## src/rtl/core/pre_pkg.sv

```systemverilog
// shared types, constants and helpers for the point reprojection error block
// no dependencies
package pre_pkg;

	localparam int MW   = 35;
	localparam int PW   = 2 * MW;
	localparam int RW   = 58;
	localparam int NUMW = 86;
	localparam int DIVN = 86;
	localparam int QW   = 42;
	localparam int DCW  = 7;

	localparam logic [QW-1:0] PROJ_CAP = 42'h100_0000_0000;
	localparam logic signed [MW-1:0] ONE_Q = 35'sd268435456;
	localparam logic [62:0] SUM_MAX = {63{1'b1}};

	localparam logic [2:0] CFG_QUAT_X = 3'd0;
	localparam logic [2:0] CFG_QUAT_Y = 3'd1;
	localparam logic [2:0] CFG_QUAT_Z = 3'd2;
	localparam logic [2:0] CFG_QUAT_W = 3'd3;
	localparam logic [2:0] CFG_TRANS_X = 3'd4;
	localparam logic [2:0] CFG_TRANS_Y = 3'd5;
	localparam logic [2:0] CFG_TRANS_Z = 3'd6;
	localparam logic [2:0] CFG_FOCAL = 3'd7;

	typedef enum logic [4:0] {
		M_XX, M_YY, M_ZZ, M_WW, M_XY, M_XZ, M_YZ, M_WX, M_WY, M_WZ,
		M_R00, M_R01, M_R02, M_R10, M_R11, M_R12, M_R20, M_R21, M_R22,
		M_FXL, M_FXH, M_FYL, M_FYH, M_SQX, M_SQY
	} mstep_t;

	typedef enum logic [3:0] {
		S_IDLE, S_MUL, S_DRAIN, S_DIVLD, S_DIV, S_ERR, S_SQ, S_SQD, S_FIN
	} state_t;

	typedef struct packed {
		logic   load_in;
		logic   mul_en;
		mstep_t mstep;
		logic   div_load;
		logic   div_step;
		logic   err_load;
		logic   out_load;
	} cmd_t;

	function automatic logic signed [31:0] sat32(input logic signed [43:0] v);
		if (v > 44'sd2147483647) begin
			return 32'sh7fff_ffff;
		end else if (v < -44'sd2147483648) begin
			return 32'sh8000_0000;
		end
		return v[31:0];
	endfunction

	function automatic logic [RW-1:0] mag_r(input logic signed [RW-1:0] v);
		return v[RW-1] ? RW'(-v) : RW'(v);
	endfunction

endpackage

```

## src/rtl/core/pre_ctrl.sv

```systemverilog
// controller: sequences multiplier steps, divider and output register
// depends on pre_pkg
module pre_ctrl (
	input  logic          clk,
	input  logic          arst_n,
	input  logic          in_valid,
	output logic          in_ready,
	output logic          out_valid,
	input  logic          out_ready,
	output pre_pkg::cmd_t cmd
);
	import pre_pkg::*;

	state_t            state_q, state_d;
	mstep_t            mstep_q;
	logic [DCW-1:0]    cnt_q;
	logic              out_valid_q;
	logic              slot_free;

	assign slot_free = !out_valid_q || out_ready;

	always_comb begin
		state_d = state_q;
		case (state_q)
			S_IDLE:  if (in_valid) state_d = S_MUL;
			S_MUL:   if (mstep_q == M_FYH) state_d = S_DRAIN;
			S_DRAIN: state_d = S_DIVLD;
			S_DIVLD: state_d = S_DIV;
			S_DIV:   if (cnt_q == DCW'(DIVN - 1)) state_d = S_ERR;
			S_ERR:   state_d = S_SQ;
			S_SQ:    if (mstep_q == M_SQY) state_d = S_SQD;
			S_SQD:   state_d = S_FIN;
			S_FIN:   if (slot_free) state_d = S_IDLE;
			default: state_d = S_IDLE;
		endcase
	end

	always_comb begin
		cmd      = '0;
		cmd.mstep = mstep_q;
		in_ready = 1'b0;
		case (state_q)
			S_IDLE: begin
				in_ready    = 1'b1;
				cmd.load_in = in_valid;
			end
			S_MUL, S_SQ: cmd.mul_en = 1'b1;
			S_DIVLD: cmd.div_load = 1'b1;
			S_DIV:   cmd.div_step = 1'b1;
			S_ERR:   cmd.err_load = 1'b1;
			S_FIN:   cmd.out_load = slot_free;
			default: ;
		endcase
	end

	always_ff @(posedge clk or negedge arst_n) begin
		if (!arst_n) begin
			state_q     <= S_IDLE;
			mstep_q     <= M_XX;
			cnt_q       <= '0;
			out_valid_q <= 1'b0;
		end else begin
			state_q <= state_d;
			case (state_q)
				S_IDLE:  mstep_q <= M_XX;
				S_MUL, S_SQ: mstep_q <= mstep_t'(mstep_q + 5'd1);
				S_ERR:   mstep_q <= M_SQX;
				default: ;
			endcase
			cnt_q <= (state_q == S_DIV) ? DCW'(cnt_q + 1'b1) : '0;
			if (cmd.out_load) begin
				out_valid_q <= 1'b1;
			end else if (out_ready) begin
				out_valid_q <= 1'b0;
			end
		end
	end

	assign out_valid = out_valid_q;

endmodule

```

## config.mk

```make
export PLATFORM = sky130hd
export DESIGN_NAME = pre_ctrl
export DESIGN_NICKNAME = d
export VERILOG_FILES = /design/src/rtl/core/pre_pkg.sv /design/src/rtl/core/pre_ctrl.sv
export SDC_FILE = /design/constraint.sdc
export NUM_CORES = 1
export LEC_CHECK = 0
export ABC_AREA = 1
export ABC_CLOCK_PERIOD_IN_PS = 1700
export BUFFER_PORTS_ARGS = -buffer_cell sky130_fd_sc_hd__buf_4
export CORE_UTILIZATION = 58
export DETAILED_ROUTE_END_ITERATION = 8
export PLACE_DENSITY_LB_ADDON = 0.12
export SYNTH_ARGS = -nofsm -noshare
export SYNTH_HDL_FRONTEND = slang
export SYNTH_SLANG_ARGS = --single-unit
```

## constraint.sdc

```tcl
create_clock -name clk -period 1.7 [get_ports clk]
set_input_delay 0.17 -clock clk [delete_from_list [all_inputs] [get_ports clk]]
set_output_delay 0.17 -clock clk [all_outputs]
set_load 0.05 [all_outputs]
```

Word level (Yosys, flattened, before mapping) --
Index checks and enable logic that the tools add are counted.
Cells by class: reductions and logical operators 7, equal/unequal tests 16, mux-type cells 17, add/sub/neg operators 2
Operators by type and width (number):
- case mux 4 bit (9 select lines) | 1
- two-way mux 4 bit | 5
- equality test 4 x 3 -> 1 bit (second input constant) | 4
- case mux 5 bit (3 select lines) | 1
- equality test 5 bit (second input constant) | 2
- inequality test 2 bit (second input constant) | 5
- two-way mux 1 bit | 9
- equality test 4 x 2 -> 1 bit (second input constant) | 2
- adder 7 x 1 -> 7 bit (second input constant) | 1
- equality test 7 bit (second input constant) | 1
- two-way mux 7 bit | 1
- adder 5 x 1 -> 5 bit (second input constant) | 1
- AND reduction 5 bit | 1
- equality test 4 x 1 -> 1 bit (second input constant) | 1
- equality test 4 bit (second input constant) | 1
- logical NOT 4 bit | 1
- nonzero test 3 bit | 1
- nonzero test 2 bit | 1
- OR reduction 2 bit | 1
- logical NOT 1 bit | 1
- logical OR 1 bit | 1
Storage, ports and cells: input port bits 4, output and inout bits 13, flip-flop bits (word level) 17, word-level logic and storage cells 46

Logic depth before layout (Yosys ltp) --
depth after elaboration 4, gate-level depth with buffers 8

Worst setup path after synthesis --
No wires, ideal clock.
path kind register -> output, start register state_q[0], end output cmd[10] in the netlist's numbering, required time 1530 ps, stages on the path, launching flop included 4, path buffers 0, data arrival time 1402 ps, slack 128 ps, path through dfrtp_1 -> nor2_2 -> nand3_2 -> nor2_1
RTL lines:
- start, declared | line pre_ctrl.sv:14 | state_t state_q, state_d;
- start signal, assigned | line pre_ctrl.sv:63 | state_q <= state_d;
- end, declared | line pre_ctrl.sv:10 | output pre_pkg::cmd_t cmd

==> impl_metrics.tcl <==
set metrics [dict create \
    status "finished, final reports clean" \
    fin_util_pct 74.6 \
    drt_first_iter_violations 27 \
    finalCriticalPeriod_ns 1.64 \
    nNetsFinal 158 \
    avgSynthCellArea_um2 7.63 \
    ys_types 19 \
    clockPowerShare_pct 9.6 \
    antenna_found_initial 0 \
    yosysTopAreaCellShare_pct 43.9 \
    setup_violations 0 \
    portBuffers 16 \
    worstSetupPathType "flop to output pin" \
    finalPower_mw 2.31 \
    worstPathRequired_ns 1.53 \
    period_share_pct 96.7 \
    start_util_pct 62.8 \
    antennaDiodeCount 0 \
    dp_slack_ns 0.385 \
    slew_viol_final 0 \
    hpwl_um 1450 \
    crit_cells 4 \
    layout_common_cells "24 x nand2_1, 21 x nor2_1, 17 x dfrtp_1" \
    r2r_end "state_q[0]" \
    crit_end "cmd[9]" \
    drc_errors 0 \
    worst_pin_slew_ns 0.261 \
    cpMaxStageDelayCell "dfrtp_1" \
    arrival_ns 1.47 \
    post_drt_wl_per_cell_um 11.9 \
    ant_nets 0 \
    max_freq_mhz 608 \
    drive_gt1_share_pct 23.0 \
    power_frac_seq_pct 29.2 \
    hp-class "primary input to flop" \
    max_stage_delay_ns 0.46 \
    via_count 886 \
    drv_cap 0 \
    rows 14 \
    power_density_nw_per_um2 2000 \
    cts_tree "built" \
    clockRootBuffer "clkbuf_4" \
    reg2reg_slack_ns 0.36 \
    die_x_um 42.9 \
    cp-startpoint "state_q[3]" \
    layout.cells.most_common "nand2_1" \
    clk_latency_ns 0.29 \
    holdWs_ns 0.0731 \
    power.switching_mw 1.27 \
    synth_warnings 0 \
    hold_viol 0 \
    wl_um 1940 \
    ir_drop_mv 1.20 \
    grt.total_usage_pct 24.4 \
    cts_sinks 17 \
    clockBufferDepth 2 \
    synth_area_leaders "dfrtp_1 44%, nand2_1 9.3%, nor2_1 8.1%" \
    slew_headroom_pct 82.6 \
    skew_ns 0.00871 \
    grt_pass1_vias 819 \
    area_growth_pct 18.7 \
    p_comb_share_pct 61.2 \
    p_leak_nw 0.601 \
    path_cells "inv_2, nand2_2, o21ai_4, buf_4" \
    power.internal_mw 1.04 \
    core-area_um2 1540 \
    r2r-start "mstep_q[0]" \
    synth_nets 136 \
    r2r_cells 8 \
    h-tree-depth 1 \
    place.gp.congestion 0.829 \
    dieHeight_um 42.9 \
    ys_ff_latch 17 \
    syn-cell-area_um2 968 \
    clk_pin_slew_ns 0.11 \
    switching_share_pct 55.0 \
    numCtsBuffers 3 \
    die-area_um2 1840 \
    yosys.area.top_type "dfrtp_1" \
    firstDrtPassIters 4 \
    cp_top_family "flip-flops" \
    startpoint_type "flop" \
    setup_ws_ns 0.0556 \
    path_buf_inv 2 \
    overflow 0 \
    ios 17 \
    critPathMaxFanout 7 \
    routed_via_density 5.40 \
    grt_setup_unrepaired "yes" \
    grt_pass1_wl_um 3280 \
    endpoint_kind "output pin" \
    netlist_instances 127 \
    ys_seq_area_share_pct 43.9 \
    grt_start_max_net_pins 18 \
]
## metal layers
layer	wire, um	track usage, %
met1	829	30.9
met2	976	40.3
met3	92	5.11
met4	45	10.0
met5	0	0
## cells in the mapped netlist
master,n
nand2_1,24
dfrtp_1,17
o21bai_1,2
nor3_1,2
ha_1,5
o21ai_2,1
o21ai_0,2
nor2_2,3
a21oi_1,6
nor2_1,21
or2_2,1
o21ai_4,1
nand2_2,3
inv_2,5
nand3_2,1
inv_1,15
nand4_1,2
o21ai_1,3
nand3_1,13
## timing repair
action | 4_1_cts | 5_1_grt
setup buffers | 0 | 0
setup endpoints to repair | 0 | 3
gates resized for setup | 0 | 1
hold buffers | 1 | 0
endpoints found under the hold margin | 17 | 0
## flip-flops by register name (all words and copies together) (netlist names)
| register | flops |
|---|---|
| out_valid | 1 |
| cnt_q | 7 |
| state_q | 4 |
| mstep_q | 5 |
## cells by family after synthesis
kind of cell	Yosys count	synth area share [%]
simple gates	70	32.0
compound gates	15	9.82
flops	17	43.9
fa+ha+maj	5	6.46
buf+inv	20	7.75
## power by group through the flow
| stage | registers [mW] | clock network, mW | logic, mW |
|---|---|---|---|
| floorplan | 0.847 | 0 | 0.853 |
| global placement | 0.665 | 0 | 1.36 |
| detailed placement | 0.671 | 0 | 1.40 |
| CTS | 0.667 | 0.224 | 1.41 |
| global route | 0.693 | 0.243 | 1.53 |
| finish | 0.673 | 0.221 | 1.41 |
## final cells by class
type                    instances  area [um2]
flip-flops and latches         17         425
repair buffers                 17         130
multi-input cells              90         473
fillers                       131         392
inverters                      20        75.1
clock buffers                   4        26.3
well taps                      16        20.0
## how the worst min path moves through the flow
stage | startpoint | endpoint | slack, ns | cells after the start
2_1_floorplan | arst_n | cnt_q[0] | -0.13 | 0
3_3_place_gp | arst_n | cnt_q[2] | 0.04 | 1
3_5_place_dp | arst_n | cnt_q[2] | 0.05 | 1
4_1_cts | out_ready | out_valid | 0.06 | 2
5_1_grt | out_ready | out_valid | 0.08 | 2
6_report | out_ready | out_valid | 0.07 | 2
## through the flow
stage | instance area (um2) | TNS [ns] | std cells
finish | 1150 | 0 | 164
floorplan | 968 | 0 | 127
CTS | 1140 | 0 | 164
global placement | 1110 | 0 | 159
detailed placement | 1110 | 0 | 159
global route | 1150 | -0.0461 | 164
Note: power is estimated with default switching activity, not from simulation.
